===== config.mk =====
export PLATFORM = sky130hd
export DESIGN_NAME = c_like_source_lexer_top
export DESIGN_NICKNAME = d
export VERILOG_FILES = /design/src/hw/rtl/clsl_pkg.sv /design/src/hw/rtl/clsl_front.sv /design/src/hw/rtl/clsl_back.sv /design/src/hw/rtl/c_like_source_lexer_top.sv
export SDC_FILE = /design/constraint.sdc
export NUM_CORES = 2
export LEC_CHECK = 0
export BUFFER_PORTS_ARGS = -buffer_cell sky130_fd_sc_hd__buf_2
export CORE_MARGIN = 4
export CORE_UTILIZATION = 42
export CTS_CLUSTER_SIZE = 16
export DETAILED_ROUTE_END_ITERATION = 10
export REMOVE_ABC_BUFFERS = 1
export SLEW_MARGIN = 20
export SYNTH_ARGS = -nofsm -noshare
export SYNTH_HDL_FRONTEND = slang
export SYNTH_SLANG_ARGS = --single-unit

===== constraint.sdc =====
create_clock -name clk -period 7.65 [get_ports clk]
set_input_delay 2.295 -clock clk [delete_from_list [all_inputs] [get_ports clk]]
set_output_delay 2.295 -clock clk [all_outputs]
set_load 0.02 [all_outputs]

===== src/hw/rtl/clsl_pkg.sv =====
// Shared types, constants and keyword tables of the C-like source lexer.
`default_nettype none
package clsl_pkg;

	localparam int LINE_WIDTH = 20;
	localparam int COL_WIDTH  = 16;
	localparam int LEN_WIDTH  = 16;
	localparam int NKW        = 13;
	localparam int KW_MAXLEN  = 9;
	localparam int QDEPTH     = 4;
	localparam int QAW        = $clog2(QDEPTH);

	typedef enum logic [3:0] {
		M_IDLE, M_ZERO, M_NUM, M_IDENT, M_STRING, M_ESCAPE,
		M_OP, M_LINECOM, M_BLKFIRST, M_BLOCK
	} mode_t;

	localparam logic [1:0] KIND_TOKEN = 2'd0;
	localparam logic [1:0] KIND_TEXT  = 2'd1;
	localparam logic [1:0] KIND_ERROR = 2'd2;

	localparam logic [1:0] ERR_UNEXPECTED = 2'd0;
	localparam logic [1:0] ERR_UNTERM     = 2'd1;
	localparam logic [1:0] ERR_ESCAPE     = 2'd2;

	localparam logic [5:0] T_INT      = 6'd0;
	localparam logic [5:0] T_IDENT    = 6'd1;
	localparam logic [5:0] T_STRING   = 6'd2;
	localparam logic [5:0] T_KW0      = 6'd3;
	localparam logic [5:0] T_LPAREN   = 6'd16;
	localparam logic [5:0] T_RPAREN   = 6'd17;
	localparam logic [5:0] T_LBRACE   = 6'd18;
	localparam logic [5:0] T_RBRACE   = 6'd19;
	localparam logic [5:0] T_LBRACK   = 6'd20;
	localparam logic [5:0] T_RBRACK   = 6'd21;
	localparam logic [5:0] T_SEMI     = 6'd22;
	localparam logic [5:0] T_COMMA    = 6'd23;
	localparam logic [5:0] T_DOT      = 6'd24;
	localparam logic [5:0] T_ASSIGN   = 6'd25;
	localparam logic [5:0] T_PLUS     = 6'd26;
	localparam logic [5:0] T_MINUS    = 6'd27;
	localparam logic [5:0] T_STAR     = 6'd28;
	localparam logic [5:0] T_SLASH    = 6'd29;
	localparam logic [5:0] T_PERCENT  = 6'd30;
	localparam logic [5:0] T_AMP      = 6'd31;
	localparam logic [5:0] T_PIPE     = 6'd32;
	localparam logic [5:0] T_CARET    = 6'd33;
	localparam logic [5:0] T_TILDE    = 6'd34;
	localparam logic [5:0] T_BANG     = 6'd35;
	localparam logic [5:0] T_ANDAND   = 6'd36;
	localparam logic [5:0] T_OROR     = 6'd37;
	localparam logic [5:0] T_SHL      = 6'd38;
	localparam logic [5:0] T_SHR      = 6'd39;
	localparam logic [5:0] T_EQ       = 6'd40;
	localparam logic [5:0] T_NE       = 6'd41;
	localparam logic [5:0] T_LT       = 6'd42;
	localparam logic [5:0] T_LE       = 6'd43;
	localparam logic [5:0] T_GT       = 6'd44;
	localparam logic [5:0] T_GE       = 6'd45;
	localparam logic [5:0] T_EOF      = 6'd46;

	typedef struct packed {
		logic [7:0] ch;
		logic       is_end;
	} src_t;

	typedef struct packed {
		logic [1:0]            kind;
		logic [5:0]            token_type;
		logic [LINE_WIDTH-1:0] start_line;
		logic [COL_WIDTH-1:0]  start_column;
		logic signed [31:0]    lit_value;
		logic [LEN_WIDTH-1:0]  text_len;
		logic                  has_doc;
		logic [7:0]            text_byte;
		logic [1:0]            error_code;
		logic                  last_of_step;
	} res_t;

	// results of one accepted beat, in order
	typedef struct packed {
		logic [1:0] n;
		res_t       r0;
		res_t       r1;
	} front_out_t;

	typedef struct packed {
		logic [QAW:0] count;
	} back_stat_t;

	function automatic logic [3:0] kw_len(input int k);
		logic [3:0] l;
		case (k)
			0: l = 4'd3;  1: l = 4'd2;  2: l = 4'd4;  3: l = 4'd5;
			4: l = 4'd3;  5: l = 4'd6;  6: l = 4'd9;  7: l = 4'd7;
			8: l = 4'd6;  9: l = 4'd6;  10: l = 4'd4; 11: l = 4'd4;
			12: l = 4'd7;
			default: l = 4'd0;
		endcase
		return l;
	endfunction

	function automatic logic [7:0] kw_char(input int k, input logic [3:0] i);
		logic [8*KW_MAXLEN-1:0] s;
		case (k)
			0: s = {"int", 48'h0};
			1: s = {"if", 56'h0};
			2: s = {"else", 40'h0};
			3: s = {"while", 32'h0};
			4: s = {"for", 48'h0};
			5: s = {"return", 24'h0};
			6: s = "recursive";
			7: s = {"include", 16'h0};
			8: s = {"struct", 24'h0};
			9: s = {"extern", 24'h0};
			10: s = {"void", 40'h0};
			11: s = {"byte", 40'h0};
			12: s = {"version", 16'h0};
			default: s = '0;
		endcase
		return s[8*(KW_MAXLEN-1-int'(i)) +: 8];
	endfunction

endpackage
`default_nettype wire


===== src/hw/rtl/clsl_front.sv =====
// Lexer front end: per-beat state update and result classification.
`default_nettype none
module clsl_front import clsl_pkg::*; (
	input  wire logic       clk,
	input  wire logic       arst_n,
	input  wire logic       accept,
	input  wire src_t       src,
	output front_out_t      fo
);

	localparam logic [LINE_WIDTH-1:0] LINE_MAX = '1;
	localparam logic [COL_WIDTH-1:0]  COL_MAX  = '1;
	localparam logic [LEN_WIDTH-1:0]  LEN_MAX  = '1;

	mode_t                 mode_q, m;
	logic [7:0]            pop_q, p;
	logic [LINE_WIDTH-1:0] cl_q, cl, tl_q, tl;
	logic [COL_WIDTH-1:0]  cc_q, cc, tc_q, tc;
	logic [63:0]           acc_q, acc;
	logic                  ovf_q, ovf, hex_q, hex;
	logic [LEN_WIDTH-1:0]  cnt_q, cnt;
	logic [NKW-1:0]        km_q, km;
	logic                  doc_q, doc, cdoc_q, cdoc, star_q, star, dead_q, dead;

	logic [7:0]  c;
	logic        is_end_b, fall_idle, do_ident, do_num, failed;
	logic [5:0]  t;
	logic [67:0] ten;
	logic [3:0]  hv;
	logic [8:0]  esc;

	function automatic res_t mk(input logic [1:0] kind, input logic [5:0] ty,
		input logic [LINE_WIDTH-1:0] ln, input logic [COL_WIDTH-1:0] col,
		input logic [31:0] val, input logic [LEN_WIDTH-1:0] len, input logic dc,
		input logic [7:0] b, input logic [1:0] err);
		res_t r;
		r.kind = kind; r.token_type = ty; r.start_line = ln; r.start_column = col;
		r.lit_value = signed'(val); r.text_len = len; r.has_doc = dc;
		r.text_byte = b; r.error_code = err; r.last_of_step = 1'b0;
		return r;
	endfunction

	function automatic front_out_t put(input front_out_t f, input res_t r);
		front_out_t g;
		g = f;
		if (f.n == 2'd0) g.r0 = r;
		else g.r1 = r;
		g.n = f.n + 2'd1;
		return g;
	endfunction

	function automatic logic is_digit(input logic [7:0] x);
		return x >= "0" && x <= "9";
	endfunction

	function automatic logic is_alpha(input logic [7:0] x);
		return (x >= "a" && x <= "z") || (x >= "A" && x <= "Z") || x == "_";
	endfunction

	function automatic logic [5:0] op_alone(input logic [7:0] x);
		logic [5:0] r;
		case (x)
			"=": r = T_ASSIGN;
			"!": r = T_BANG;
			"&": r = T_AMP;
			"|": r = T_PIPE;
			"<": r = T_LT;
			">": r = T_GT;
			default: r = T_SLASH;
		endcase
		return r;
	endfunction

	always_comb begin
		m = mode_q; p = pop_q; cl = cl_q; cc = cc_q; tl = tl_q; tc = tc_q;
		acc = acc_q; ovf = ovf_q; hex = hex_q; cnt = cnt_q; km = km_q;
		doc = doc_q; cdoc = cdoc_q; star = star_q; dead = dead_q;
		fo = '0;
		c = src.ch;
		is_end_b = src.is_end || (c == 8'd0);
		fall_idle = 1'b0; do_ident = 1'b0; do_num = 1'b0; failed = 1'b0;
		t = '0; ten = '0; hv = '0; esc = '0;
		if (accept) begin
			if (is_end_b) begin
				if (!dead_q) begin
					case (m)
						M_ZERO, M_NUM: begin
							fo = put(fo, mk(KIND_TOKEN, T_INT, tl, tc,
								ovf ? 32'hFFFF_FFFF : acc[31:0], '0, doc, 8'd0, 2'd0));
						end
						M_IDENT: begin
							t = T_IDENT;
							for (int k = NKW - 1; k >= 0; k--)
								if (km[k] && cnt == LEN_WIDTH'(kw_len(k))) t = T_KW0 + 6'(k);
							fo = put(fo, mk(KIND_TOKEN, t, tl, tc, '0, cnt, doc, 8'd0, 2'd0));
						end
						M_OP: fo = put(fo, mk(KIND_TOKEN, op_alone(p), tl, tc, '0, '0, doc,
							8'd0, 2'd0));
						M_STRING: begin
							fo = put(fo, mk(KIND_ERROR, 6'd0, tl, tc, '0, '0, 1'b0, 8'd0,
								ERR_UNTERM));
							failed = 1'b1;
						end
						M_ESCAPE: begin
							fo = put(fo, mk(KIND_ERROR, 6'd0, cl, cc, '0, '0, 1'b0, 8'd0,
								ERR_ESCAPE));
							failed = 1'b1;
						end
						default: ;
					endcase
					if (!failed)
						fo = put(fo, mk(KIND_TOKEN, T_EOF, cl, cc, '0, '0, 1'b0, 8'd0, 2'd0));
				end
				// return to the reset state
				m = M_IDLE; p = '0; cl = LINE_WIDTH'(1); cc = COL_WIDTH'(1);
				tl = LINE_WIDTH'(1); tc = COL_WIDTH'(1); acc = '0; ovf = 1'b0; hex = 1'b0;
				cnt = '0; km = '0; doc = 1'b0; cdoc = 1'b0; star = 1'b0; dead = 1'b0;
			end else if (!dead_q) begin
				case (m)
					M_ZERO: begin
						if (c == "x" || c == "X") begin
							hex = 1'b1; acc = '0; m = M_NUM;
						end else if (!is_digit(c)) begin
							fo = put(fo, mk(KIND_TOKEN, T_INT, tl, tc,
								ovf ? 32'hFFFF_FFFF : acc[31:0], '0, doc, 8'd0, 2'd0));
							doc = 1'b0;
							fall_idle = 1'b1;
						end else begin
							m = M_NUM;
							do_num = 1'b1;
						end
					end
					M_NUM: do_num = 1'b1;
					M_IDENT: begin
						if (is_alpha(c) || is_digit(c)) do_ident = 1'b1;
						else begin
							t = T_IDENT;
							for (int k = NKW - 1; k >= 0; k--)
								if (km[k] && cnt == LEN_WIDTH'(kw_len(k))) t = T_KW0 + 6'(k);
							fo = put(fo, mk(KIND_TOKEN, t, tl, tc, '0, cnt, doc, 8'd0, 2'd0));
							doc = 1'b0;
							fall_idle = 1'b1;
						end
					end
					M_STRING: begin
						if (c == "\"") begin
							fo = put(fo, mk(KIND_TOKEN, T_STRING, tl, tc, '0, cnt, doc, 8'd0,
								2'd0));
							doc = 1'b0;
							m = M_IDLE;
						end else if (c == 8'h0A) begin
							fo = put(fo, mk(KIND_ERROR, 6'd0, tl, tc, '0, '0, 1'b0, 8'd0,
								ERR_UNTERM));
							dead = 1'b1;
						end else if (c == "\\") begin
							m = M_ESCAPE;
						end else begin
							fo = put(fo, mk(KIND_TEXT, T_STRING, tl, tc, '0, '0, 1'b0, c, 2'd0));
							if (cnt < LEN_MAX) cnt = cnt + 1'b1;
						end
					end
					M_ESCAPE: begin
						case (c)
							"n": esc = 9'h00A;
							"t": esc = 9'h009;
							"r": esc = 9'h00D;
							"0": esc = 9'h000;
							"\\": esc = 9'h05C;
							"\"": esc = 9'h022;
							default: esc = 9'h100;
						endcase
						if (esc[8]) begin
							fo = put(fo, mk(KIND_ERROR, 6'd0, cl, cc, '0, '0, 1'b0, 8'd0,
								ERR_ESCAPE));
							dead = 1'b1;
						end else begin
							fo = put(fo, mk(KIND_TEXT, T_STRING, tl, tc, '0, '0, 1'b0, esc[7:0],
								2'd0));
							if (cnt < LEN_MAX) cnt = cnt + 1'b1;
							m = M_STRING;
						end
					end
					M_OP: begin
						if (p == "/" && c == "/") begin
							doc = 1'b0; m = M_LINECOM;
						end else if (p == "/" && c == "*") begin
							m = M_BLKFIRST;
						end else begin
							if (c == "=" && (p inside {"=", "!", "<", ">"}))
								t = (p == "=") ? T_EQ : (p == "!") ? T_NE : (p == "<") ? T_LE : T_GE;
							else if (c == p && (p inside {"&", "|", "<", ">"}))
								t = (p == "&") ? T_ANDAND : (p == "|") ? T_OROR :
									(p == "<") ? T_SHL : T_SHR;
							if (t != 6'd0) begin
								fo = put(fo, mk(KIND_TOKEN, t, tl, tc, '0, '0, doc, 8'd0, 2'd0));
								doc = 1'b0;
								m = M_IDLE;
							end else begin
								fo = put(fo, mk(KIND_TOKEN, op_alone(p), tl, tc, '0, '0, doc,
									8'd0, 2'd0));
								doc = 1'b0;
								fall_idle = 1'b1;
							end
						end
					end
					M_LINECOM: if (c == 8'h0A) m = M_IDLE;
					M_BLKFIRST: begin
						cdoc = (c == "*"); star = (c == "*"); m = M_BLOCK;
					end
					M_BLOCK: begin
						if (star && c == "/") begin
							doc = cdoc; m = M_IDLE;
						end else star = (c == "*");
					end
					default: fall_idle = 1'b1;
				endcase

				// digit of a number in progress
				if (do_num) begin
					if (hex) begin
						if (is_digit(c)) hv = 4'(c - "0");
						else if (c >= "a" && c <= "f") hv = 4'(c - "a" + 8'd10);
						else if (c >= "A" && c <= "F") hv = 4'(c - "A" + 8'd10);
						if (!(is_digit(c) || (c >= "a" && c <= "f") || (c >= "A" && c <= "F")))
							begin
							fo = put(fo, mk(KIND_TOKEN, T_INT, tl, tc,
								ovf ? 32'hFFFF_FFFF : acc[31:0], '0, doc, 8'd0, 2'd0));
							doc = 1'b0;
							fall_idle = 1'b1;
						end else begin
							if (acc[63:60] != 4'd0) ovf = 1'b1;
							if (!ovf) acc = {acc[59:0], hv};
						end
					end else begin
						if (!is_digit(c)) begin
							fo = put(fo, mk(KIND_TOKEN, T_INT, tl, tc,
								ovf ? 32'hFFFF_FFFF : acc[31:0], '0, doc, 8'd0, 2'd0));
							doc = 1'b0;
							fall_idle = 1'b1;
						end else begin
							ten = {1'b0, acc, 3'b0} + {3'b0, acc, 1'b0} + {60'd0, c - "0"};
							if (ten > {5'd0, 63'h7FFF_FFFF_FFFF_FFFF}) ovf = 1'b1;
							if (!ovf) acc = ten[63:0];
						end
					end
				end

				// byte seen from the idle state
				if (fall_idle) begin
					m = M_IDLE;
					if (c inside {8'h20, 8'h09, 8'h0D, 8'h0A}) begin
						m = M_IDLE;
					end else if (is_digit(c)) begin
						tl = cl; tc = cc;
						acc = {56'd0, c - "0"}; ovf = 1'b0; hex = 1'b0;
						m = (c == "0") ? M_ZERO : M_NUM;
					end else if (is_alpha(c)) begin
						tl = cl; tc = cc;
						cnt = '0; km = '1; m = M_IDENT;
						do_ident = 1'b1;
					end else if (c == "\"") begin
						tl = cl; tc = cc; cnt = '0; m = M_STRING;
					end else if (c inside {"=", "!", "&", "|", "<", ">", "/"}) begin
						tl = cl; tc = cc; p = c; m = M_OP;
					end else begin
						case (c)
							"(": t = T_LPAREN;  ")": t = T_RPAREN;
							"{": t = T_LBRACE;  "}": t = T_RBRACE;
							"[": t = T_LBRACK;  "]": t = T_RBRACK;
							";": t = T_SEMI;    ",": t = T_COMMA;
							".": t = T_DOT;     "+": t = T_PLUS;
							"-": t = T_MINUS;   "*": t = T_STAR;
							"%": t = T_PERCENT; "^": t = T_CARET;
							"~": t = T_TILDE;
							default: t = 6'd0;
						endcase
						if (t != 6'd0) begin
							fo = put(fo, mk(KIND_TOKEN, t, cl, cc, '0, '0, doc, 8'd0, 2'd0));
							doc = 1'b0;
						end else begin
							fo = put(fo, mk(KIND_ERROR, 6'd0, cl, cc, '0, '0, 1'b0, 8'd0,
								ERR_UNEXPECTED));
						end
					end
				end

				// identifier character: narrow the keyword candidates
				if (do_ident) begin
					for (int k = 0; k < NKW; k++)
						if (cnt >= LEN_WIDTH'(kw_len(k)) || kw_char(k, cnt[3:0]) != c)
							km[k] = 1'b0;
					fo = put(fo, mk(KIND_TEXT, T_IDENT, tl, tc, '0, '0, 1'b0, c, 2'd0));
					if (cnt < LEN_MAX) cnt = cnt + 1'b1;
				end

				if (c == 8'h0A) begin
					if (cl < LINE_MAX) cl = cl + 1'b1;
					cc = COL_WIDTH'(1);
				end else if (cc < COL_MAX) cc = cc + 1'b1;
			end
			if (fo.n == 2'd1) fo.r0.last_of_step = 1'b1;
			if (fo.n == 2'd2) fo.r1.last_of_step = 1'b1;
		end
	end

	always_ff @(posedge clk or negedge arst_n) begin
		if (!arst_n) begin
			mode_q <= M_IDLE; pop_q <= '0;
			cl_q <= LINE_WIDTH'(1); cc_q <= COL_WIDTH'(1);
			tl_q <= LINE_WIDTH'(1); tc_q <= COL_WIDTH'(1);
			acc_q <= '0; ovf_q <= 1'b0; hex_q <= 1'b0; cnt_q <= '0; km_q <= '0;
			doc_q <= 1'b0; cdoc_q <= 1'b0; star_q <= 1'b0; dead_q <= 1'b0;
		end else if (accept) begin
			mode_q <= m; pop_q <= p; cl_q <= cl; cc_q <= cc; tl_q <= tl; tc_q <= tc;
			acc_q <= acc; ovf_q <= ovf; hex_q <= hex; cnt_q <= cnt; km_q <= km;
			doc_q <= doc; cdoc_q <= cdoc; star_q <= star; dead_q <= dead;
		end
	end

endmodule
`default_nettype wire


===== src/hw/rtl/clsl_back.sv =====
// Result queue: takes up to two results a beat, hands out one per pop.
`default_nettype none
module clsl_back import clsl_pkg::*; (
	input  wire logic       clk,
	input  wire logic       arst_n,
	input  wire front_out_t fo,
	input  wire logic       pop,
	output logic            full,
	output logic            empty,
	output res_t            head,
	output back_stat_t      stat
);

	res_t           ent_q [QDEPTH];
	logic [QAW-1:0] wr_ptr_q, rd_ptr_q, wr_next;
	logic [QAW:0]   count_q;
	logic           do_pop;

	assign empty   = (count_q == '0);
	assign full    = (count_q > (QAW+1)'(QDEPTH - 2));
	assign do_pop  = pop && !empty;
	assign head    = ent_q[rd_ptr_q];
	assign wr_next = wr_ptr_q + 1'b1;
	assign stat.count = count_q;

	always_ff @(posedge clk or negedge arst_n) begin
		if (!arst_n) begin
			wr_ptr_q <= '0;
			rd_ptr_q <= '0;
			count_q  <= '0;
		end else begin
			wr_ptr_q <= wr_ptr_q + QAW'(fo.n);
			if (do_pop) rd_ptr_q <= rd_ptr_q + 1'b1;
			count_q <= count_q + (QAW+1)'(fo.n) - (QAW+1)'(do_pop);
		end
	end

	always_ff @(posedge clk) begin
		if (fo.n != 2'd0) ent_q[wr_ptr_q] <= fo.r0;
		if (fo.n == 2'd2) ent_q[wr_next] <= fo.r1;
	end

endmodule
`default_nettype wire


===== src/hw/rtl/c_like_source_lexer_top.sv =====
// Top level of the streaming C-like source lexer.
// Usage:
//  Source bytes enter on src as a queue write: a beat is taken at a rising
//  edge with push high and full low. A zero byte or is_end marks end of
//  input; it flushes any pending token, emits EOF if no string error
//  arose, and rewinds the lexer. Results leave on tok as a queue read:
//  the oldest record is shown while empty is low and leaves at an edge
//  with pop high. Each byte yields zero, one or two records; last_of_step
//  flags the final record of a byte.
//  A record is written to the queue at the edge that takes its byte and
//  is on tok after that edge if nothing older waits.
//  Throughput: one byte per cycle while full is low; the lexer state update
//  is combinational, and the four-entry result queue absorbs two records
//  per beat. full rises once three or more records wait, so a stalled
//  reader backs pressure into the writer after two beats of two records
//  or three beats of one record; no record is ever lost.
//  Reset (arst_n low) clears the lexer state and empties the queue.
`default_nettype none
module c_like_source_lexer_top import clsl_pkg::*; (
	input  wire logic clk,
	input  wire logic arst_n,
	input  wire logic push,
	output logic      full,
	input  wire src_t src,
	output logic      empty,
	input  wire logic pop,
	output res_t      tok
);

	logic       accept;
	front_out_t fo;
	back_stat_t stat;

	// take a beat only when two slots are guaranteed
	assign accept = push && !full;

	clsl_front u_front (
		.clk    (clk),
		.arst_n (arst_n),
		.accept (accept),
		.src    (src),
		.fo     (fo)
	);

	clsl_back u_back (
		.clk    (clk),
		.arst_n (arst_n),
		.fo     (fo),
		.pop    (pop),
		.full   (full),
		.empty  (empty),
		.head   (tok),
		.stat   (stat)
	);

	// queue occupancy never runs past its depth
	a_no_overrun: assert property (@(posedge clk) disable iff (!arst_n)
		stat.count <= (QAW+1)'(QDEPTH))
		else $error("result queue overrun");

	// no results appear without an accepted beat
	a_no_phantom: assert property (@(posedge clk) disable iff (!arst_n)
		!accept |-> fo.n == 2'd0)
		else $error("result without accepted beat");

	// error records carry no token type
	a_err_type: assert property (@(posedge clk) disable iff (!arst_n)
		(!empty && tok.kind == KIND_ERROR) |-> tok.token_type == T_INT)
		else $error("error record with token type");

endmodule
`default_nettype wire


; Word-level counts from Yosys, hierarchy flattened
; Memory sizes are Yosys's and may differ from the RTL's.
; Index checks and enable logic that the tools add are counted.
[op_classes]
n_addsub = 21
order_cmp = 21
eq_ne = 95
n_shift = 13
muxes = 469
n_reduce_logical = 92
[op_table]
columns = op, count
row1 = $mux W210, 34
row2 = $mux W72, 52
row3 = $pmux W210 S5, 1
row4 = $pmux W209 S5, 1
row5 = $mux W104, 10
row6 = $mux W64, 16
row7 = $shiftx A72 B32 Y8, 13
row8 = $mux W209, 3
row9 = $mux W4, 138
row10 = $mux W16, 29
row11 = $mux W208, 2
row12 = $mux W20, 12
row13 = $eq A16 B4 Y1, 14
row14 = $mux W206, 1
row15 = $eq A8 B6 Y1 const B, 24
row16 = $mux W6, 21
row17 = $eq A8 B7 Y1 const B, 15
row18 = $mux W1, 115
row19 = $ge A16 B4 Y1, 7
row20 = $ne A8 B8 Y1, 13
row21 = $mux W13, 7
row22 = $pmux W6 S15, 1
row23 = $add A67 B65 Y68, 1
row24 = $add A68 B8 Y68, 1
row25 = other kinds (65), 180
[totals]
reg_bits = 190
mem_bits_rw = 416
in_bits = 13
word_cells = 730
memories = 1
[memory_table]
columns = name, words, word_bits, read_ports, rd_clocked_by_memory_dff, wr, line
row1 = u_back.ent_q, 4, 104, 1, 0, 2, clsl_back.sv:14  ; res_t ent_q [QDEPTH];

; Logic depth before layout (Yosys ltp)
[logic_depth]
ltp_word = 62
ltp_mapped = 31
ltp_nobuf = 24

; By module
; From an unflattened synthesis, not the netlist that was laid out.
[unflattened]
cells_unflattened = 3997
area_unflattened_um2 = 43618.1
[modules_own_cells]
columns = module, n_inst, cells_each, area_each_um2
row1 = clsl_front, 1, 2948, 22735.6
row2 = clsl_back, 1, 1048, 20868.8
row3 = c_like_source_lexer_top, 1, 1, 13.8

; Least setup slack after synthesis
; Ideal clock, no wire load.
[synth_path]
kind = input -> register
startpoint = input src[5] (netlist bit)
endpoint = memory u_back.ent_q[2][0] (netlist bit), enable pin
setup_ns = 0.840
t_arrival_ns = 8.891
path_slack_ns = -2.082
stages = 24
cell_sequence = clkbuf_1 inv_1 clkbuf_1 ha_1 nor3b_2 and3_1 o21ai_0 nand2_1 o2111ai_1 or3_1 ha_1 nand2_1 a21oi_1 nor2_1 ha_1 or3_1 mux2_2 a21oi_1 o21ai_4 a21o_4 nand2_2 buf_2 buf_2 nand2_1
[synth_rtl]
columns = item, line
row1 = from (decl), c_like_source_lexer_top.sv:24  ; input wire src_t src,
row2 = to (decl), clsl_back.sv:14

; Final worst setup path
[layout_path]
startpoint = input src[6] (netlist bit)
endpoint = register u_front.acc_q[62]
[layout_between]
elab_chain_cells = 26
elab_cells_between_ends = 108
[layout_rtl]
columns = item, line
row1 = $eq A8 B7 Y1, clsl_front.sv:121  ; if (c == "x" || c == "X") begin
row2 = $logic_or A1 B1 Y1, clsl_front.sv:121
row3 = $mux W64, clsl_front.sv:121
row4 = $mux W64, clsl_front.sv:119  ; case (m)
row5 = $mux W64, clsl_front.sv:118  ; end else if (!dead_q) begin
row6 = $mux W64, clsl_front.sv:84  ; if (is_end_b) begin
row7 = $mux W64, clsl_front.sv:83  ; if (accept) begin
row8 = $add A67 B65 Y68, clsl_front.sv:241  ; ten = {1'b0, acc, 3'b0} + {3'b0, acc, 1'b0} + {60'd0, c - "0"};
row9 = (+10 left out), -
row10 = $mux W64, clsl_front.sv:235  ; if (!is_digit(c)) begin
row11 = $mux W64, clsl_front.sv:220  ; if (hex) begin
row12 = $mux W64, clsl_front.sv:219  ; if (do_num) begin
row13 = $mux W64, clsl_front.sv:253  ; end else if (is_digit(c)) begin
row14 = $mux W64, clsl_front.sv:251  ; if (c inside {8'h20, 8'h09, 8'h0D, 8'h0A}) begin
row15 = $mux W64, clsl_front.sv:249  ; if (fall_idle) begin
row16 = $mux W64, clsl_front.sv:118
row17 = $mux W64, clsl_front.sv:84
row18 = to (signal assigned), clsl_front.sv:311  ; acc_q <= '0; ovf_q <= 1'b0; hex_q <= 1'b0; cnt_q <= '0; km_q <= '0;
row19 = to (signal assigned), clsl_front.sv:315  ; acc_q <= acc; ovf_q <= ovf; hex_q <= hex; cnt_q <= cnt; km_q <= km;
row20 = to (decl), clsl_front.sv:19  ; logic [63:0] acc_q, acc;
; Parallel ways exist; a longest one is shown, timed or not. The select of a mux whose other input is x is not followed.
; A chain may end at the register's enable or synchronous reset.

==> results.ini <==
[yosys]
synth_cells=4546
synth_top_family_by_area=compound AO/OA/AOI/OAI gates
yosysWarnings=0
async_flop_share_pct=31.4
yosysSeqAreaShare_pct=40.1
synth_flop_cell=edfxtp_1
yosys.area_share.simple_pct=16.2
syn-cell-area_um2=41200
yosys.area_share.adder_pct=4.95
synth_cell_types=111
synth_compound_area_share_pct=24.3
synthXorXnorAreaFrac_pct=3.03
synth_edf_count=344
syn_avg_cell_area_um2=9.07
synthMuxAreaShare_pct=6.15
ys_ff_latch=606

[clock_tree]
root_buffer=clkbuf_16
clkLatencyLatePin_ns=0.63
cts_max_path_buffers=3
cts_setup_buffers=0
tritoncts=yes
htreeDepth=3
postCtsHoldBufs=0
cts_buffers=73
tritoncts_num_sinks=606
path_clk_slew_ns=0.06

[job]
cap_violations=0

[worst_setup_path]
r2r_setup_slack_ns=1.48
slowest_delay_ns=0.40
slowest_stage=or3_1
path_max_fanout=29
r2r_end=u_front.acc_q[62]$_DFFE_PN0P_
crit_arrival_ns=7.92
worst-setup-path-type=in2reg
cp_common_cell=buf_4
critPathLaunchType=input pin
r2r.worst_path.cells=25
critPathBufInv=10
crit_cells=29
worstPathRequired_ns=8.16
end_kind=flip-flop
cpLargestDelayFamily=simple AND/OR/NAND/NOR gates
r2r-start=u_front.mode_q[0]$_DFFE_PN0P_

[global_routing]
grt_pass1_wl_mm=225
gr-total-overflow=0
grt_use_total_pct=27.3
grt_pass1_vias=37400
antenna_found_initial=3
grt_max_degree=108

[die]
die-area_um2=103000
initial_core_util_pct=42.5
core_area_um2=97000
fp-row-count=114
io_pins=119
die_y_um=321
dieWidth_um=321

[place]
dp.cells=6059
hpwl_mm=99.6
gp_congestion=0.998
place_area_um2=46400
portBuffers=118
preCtsSetupSlack_ns=-0.462

[timing]
fmax_mhz=135
finalSetupViolations=0
hold_viol_final=0
slew_violations=0
slew_headroom_pct=35.4
fin_crit_sh_pct=96.8
skew_ns=0.0227
setup_ws_ns=0.242
min_period_ns=7.41
worstMarginPinSlew_ns=0.960

[final_layout]
fin_cells=6198
area_delta_synth_final_pct=18.5
drive_above_1_share_pct=20.1
layout.nets=5032
final_area_um2=48900

[routing]
postRouteAntennaNets=0
drt_drc_violations_left=0
drt_iter0_markers=4721
detail_route.wl_per_cell_um=23.3
wirelength_mm=144
via_per_inst=6.25
vias=38700
first_pass_iters=6

[power_and_ir_drop]
p_leak_uw=0.0194
p_int_uw=8100
seq_power_share_pct=30.6
powerDensity_nw_per_um2=283
swShare_pct=41.4
p_clk_share_pct=24.9
combinationalPowerShare_pct=44.5
peakVddDrop_mv=0.164
switchingPower_uw=5720

[hold_path]
hp-start=u_back.ent_q[2][14]$_SDFFE_PP0P_
hold_end=u_back.ent_q[2][14]$_SDFFE_PP0P_
min_path_cells=2
holdCritPathClass=reg2reg

[outcome]
outcome=finished, final reports clean

==> power groups by stage <==
stage / clock, µW / sequential, µW / combinational [µW]
global route: 3630 / 4270 / 6520
global placement: 0 / 4320 / 6000
finish: 3440 / 4220 / 6150
detailed placement: 0 / 4340 / 6010
CTS: 3500 / 4270 / 6040
floorplan: 0 / 4380 / 3360
==> per-stage QoR <==
stage	TNS, ns	total power, µW	hold slack, ns	utilization (%)
floorplan	-2611.71	7740	0.433	-
global placement	-18.53	10300	0.440	47.9
detailed placement	-41.57	10400	0.445	47.9
CTS	0	13800	0.453	50.3
global route	-0.0124	14400	0.474	50.4
finish	0	13800	0.453	50.4
==> synthesized netlist by cell type (10+ instances only) <==
master | count | area share, %
a22oi_1 | 100 | 1.8
nand4_1 | 51 | 0.77
o21ai_1 | 13 | 0.16
o31ai_1 | 29 | 0.53
xnor2_1 | 90 | 1.9
o21a_1 | 10 | 0.18
edfxtp_1 | 344 | 25
nor3_1 | 59 | 0.72
a22o_1 | 123 | 2.6
mux4_2 | 104 | 5.7
a211o_1 | 16 | 0.34
and3_1 | 33 | 0.50
o211ai_1 | 48 | 0.87
nand2_1 | 563 | 5.1
o22ai_1 | 277 | 4.2
dfrtp_1 | 186 | 11
o21bai_1 | 21 | 0.38
mux2i_1 | 14 | 0.34
a211oi_1 | 21 | 0.38
a21o_1 | 64 | 1.2
clkbuf_1 | 289 | 2.6
a31oi_1 | 40 | 0.61
nor4_1 | 25 | 0.38
or3_1 | 23 | 0.35
o221ai_1 | 14 | 0.30
and2_1 | 25 | 0.38
a21oi_1 | 324 | 3.9
buf_2 | 77 | 0.93
dfxtp_1 | 72 | 3.5
nand3_1 | 142 | 1.7
ha_1 | 152 | 4.6
a32o_1 | 12 | 0.29
inv_1 | 116 | 1.1
nor2_1 | 409 | 3.7
a221oi_1 | 17 | 0.36
o21ai_0 | 273 | 3.3
xor2_1 | 50 | 1.1
nor2_2 | 13 | 0.20
nand2b_1 | 23 | 0.35
buf_1 | 30 | 0.27
nor2b_1 | 21 | 0.32
==> area by class of cell <==
type / count / area, µm²
sequential: 606 / 16500
multi-input combinational: 3410 / 22800
fill: 9027 / 48100
timing repair buffer: 647 / 5140
antenna: 1 / 2.50
inverter: 122 / 458
tap: 1276 / 1600
clock inverter: 41 / 340
clock buffer: 95 / 2010
==> placed cells by master, fill, tap and decap left out, types with 25 or more instances in the layout <==
master	instances
buf_4	484
a31oi_1	40
nand2_1	552
a22oi_1	100
nand3_1	141
a22o_1	123
dfxtp_1	72
buf_2	117
clkbuf_16	76
and3_1	32
nand4_1	51
mux4_2	104
ha_1	152
a21o_1	64
xor2_1	50
o22ai_1	277
a21oi_1	324
o211ai_1	48
dfrtp_1	184
edfxtp_1	344
xnor2_1	90
nor2_1	396
o21ai_0	273
and2_1	25
nor3_1	57
o31ai_1	29
inv_1	116
buf_12	43
==> state kept, by name, indices dropped and copies added, names as in the netlist, 2 cells and up <==
| signal | flops |
|---|---|
| u_front.cc_q | 16 |
| u_front.cl_q | 20 |
| u_front.km_q | 13 |
| u_front.tl_q | 20 |
| u_front.acc_q | 64 |
| u_front.pop_q | 8 |
| u_front.cnt_q | 16 |
| u_back.rd_ptr_q | 2 |
| u_front.tc_q | 16 |
| u_back.wr_ptr_q | 2 |
| u_back.ent_q | 416 |
| u_front.mode_q | 4 |
| u_back.stat | 3 |
==> worst max path at each step <==
stage | end | slack, ns | from
floorplan | u_front.acc_q[20]$_DFFE_PN0P_ | -5.77 | src[1]
global placement | u_front.acc_q[62]$_DFFE_PN0P_ | -0.34 | src[6]
detailed placement | u_front.acc_q[62]$_DFFE_PN0P_ | -0.46 | src[6]
CTS | u_front.acc_q[62]$_DFFE_PN0P_ | 0.22 | src[6]
global route | u_front.acc_q[33]$_DFFE_PN0P_ | -0.01 | src[6]
finish | u_front.acc_q[62]$_DFFE_PN0P_ | 0.24 | src[6]
==> routing by layer <==
layer / vias up / global-route usage [%] / wire, µm
met1: 18800 / 39.2 / 62700
met2: 1912 / 43.7 / 66000
met5: - / 0 / 0
met4: 0 / 7.86 / 3830
met3: 279 / 3.35 / 11800
li1: 17700 / - / -
==> what timing repair did <==
action                                  CTS  global route
gates resized for setup                   0             8
endpoints found under the hold margin     0             0
endpoints found under the setup margin    0            77
==> worst min-delay path, stage by stage (launching register included) <==
cell     delay (ns)
dfxtp_1        0.30
nand2_1        0.05
a21oi_1        0.05
==> kinds of logic (layout without fill, tap and decap cells) <==
| logic type | after synthesis | after routing |
|---|---|---|
| adders and majority gates | 159 | 159 |
| xor gates and xnor gates | 141 | 141 |
| other | 0 | 1 |
| buffers and inverters | 530 | 905 |
| AOI/OAI and AO/OA | 1525 | 1525 |
| muxes | 123 | 123 |
| DFF | 606 | 606 |
| and+or+nand+nor | 1462 | 1462 |
No activity file was read; power rests on OpenSTA's default activity.
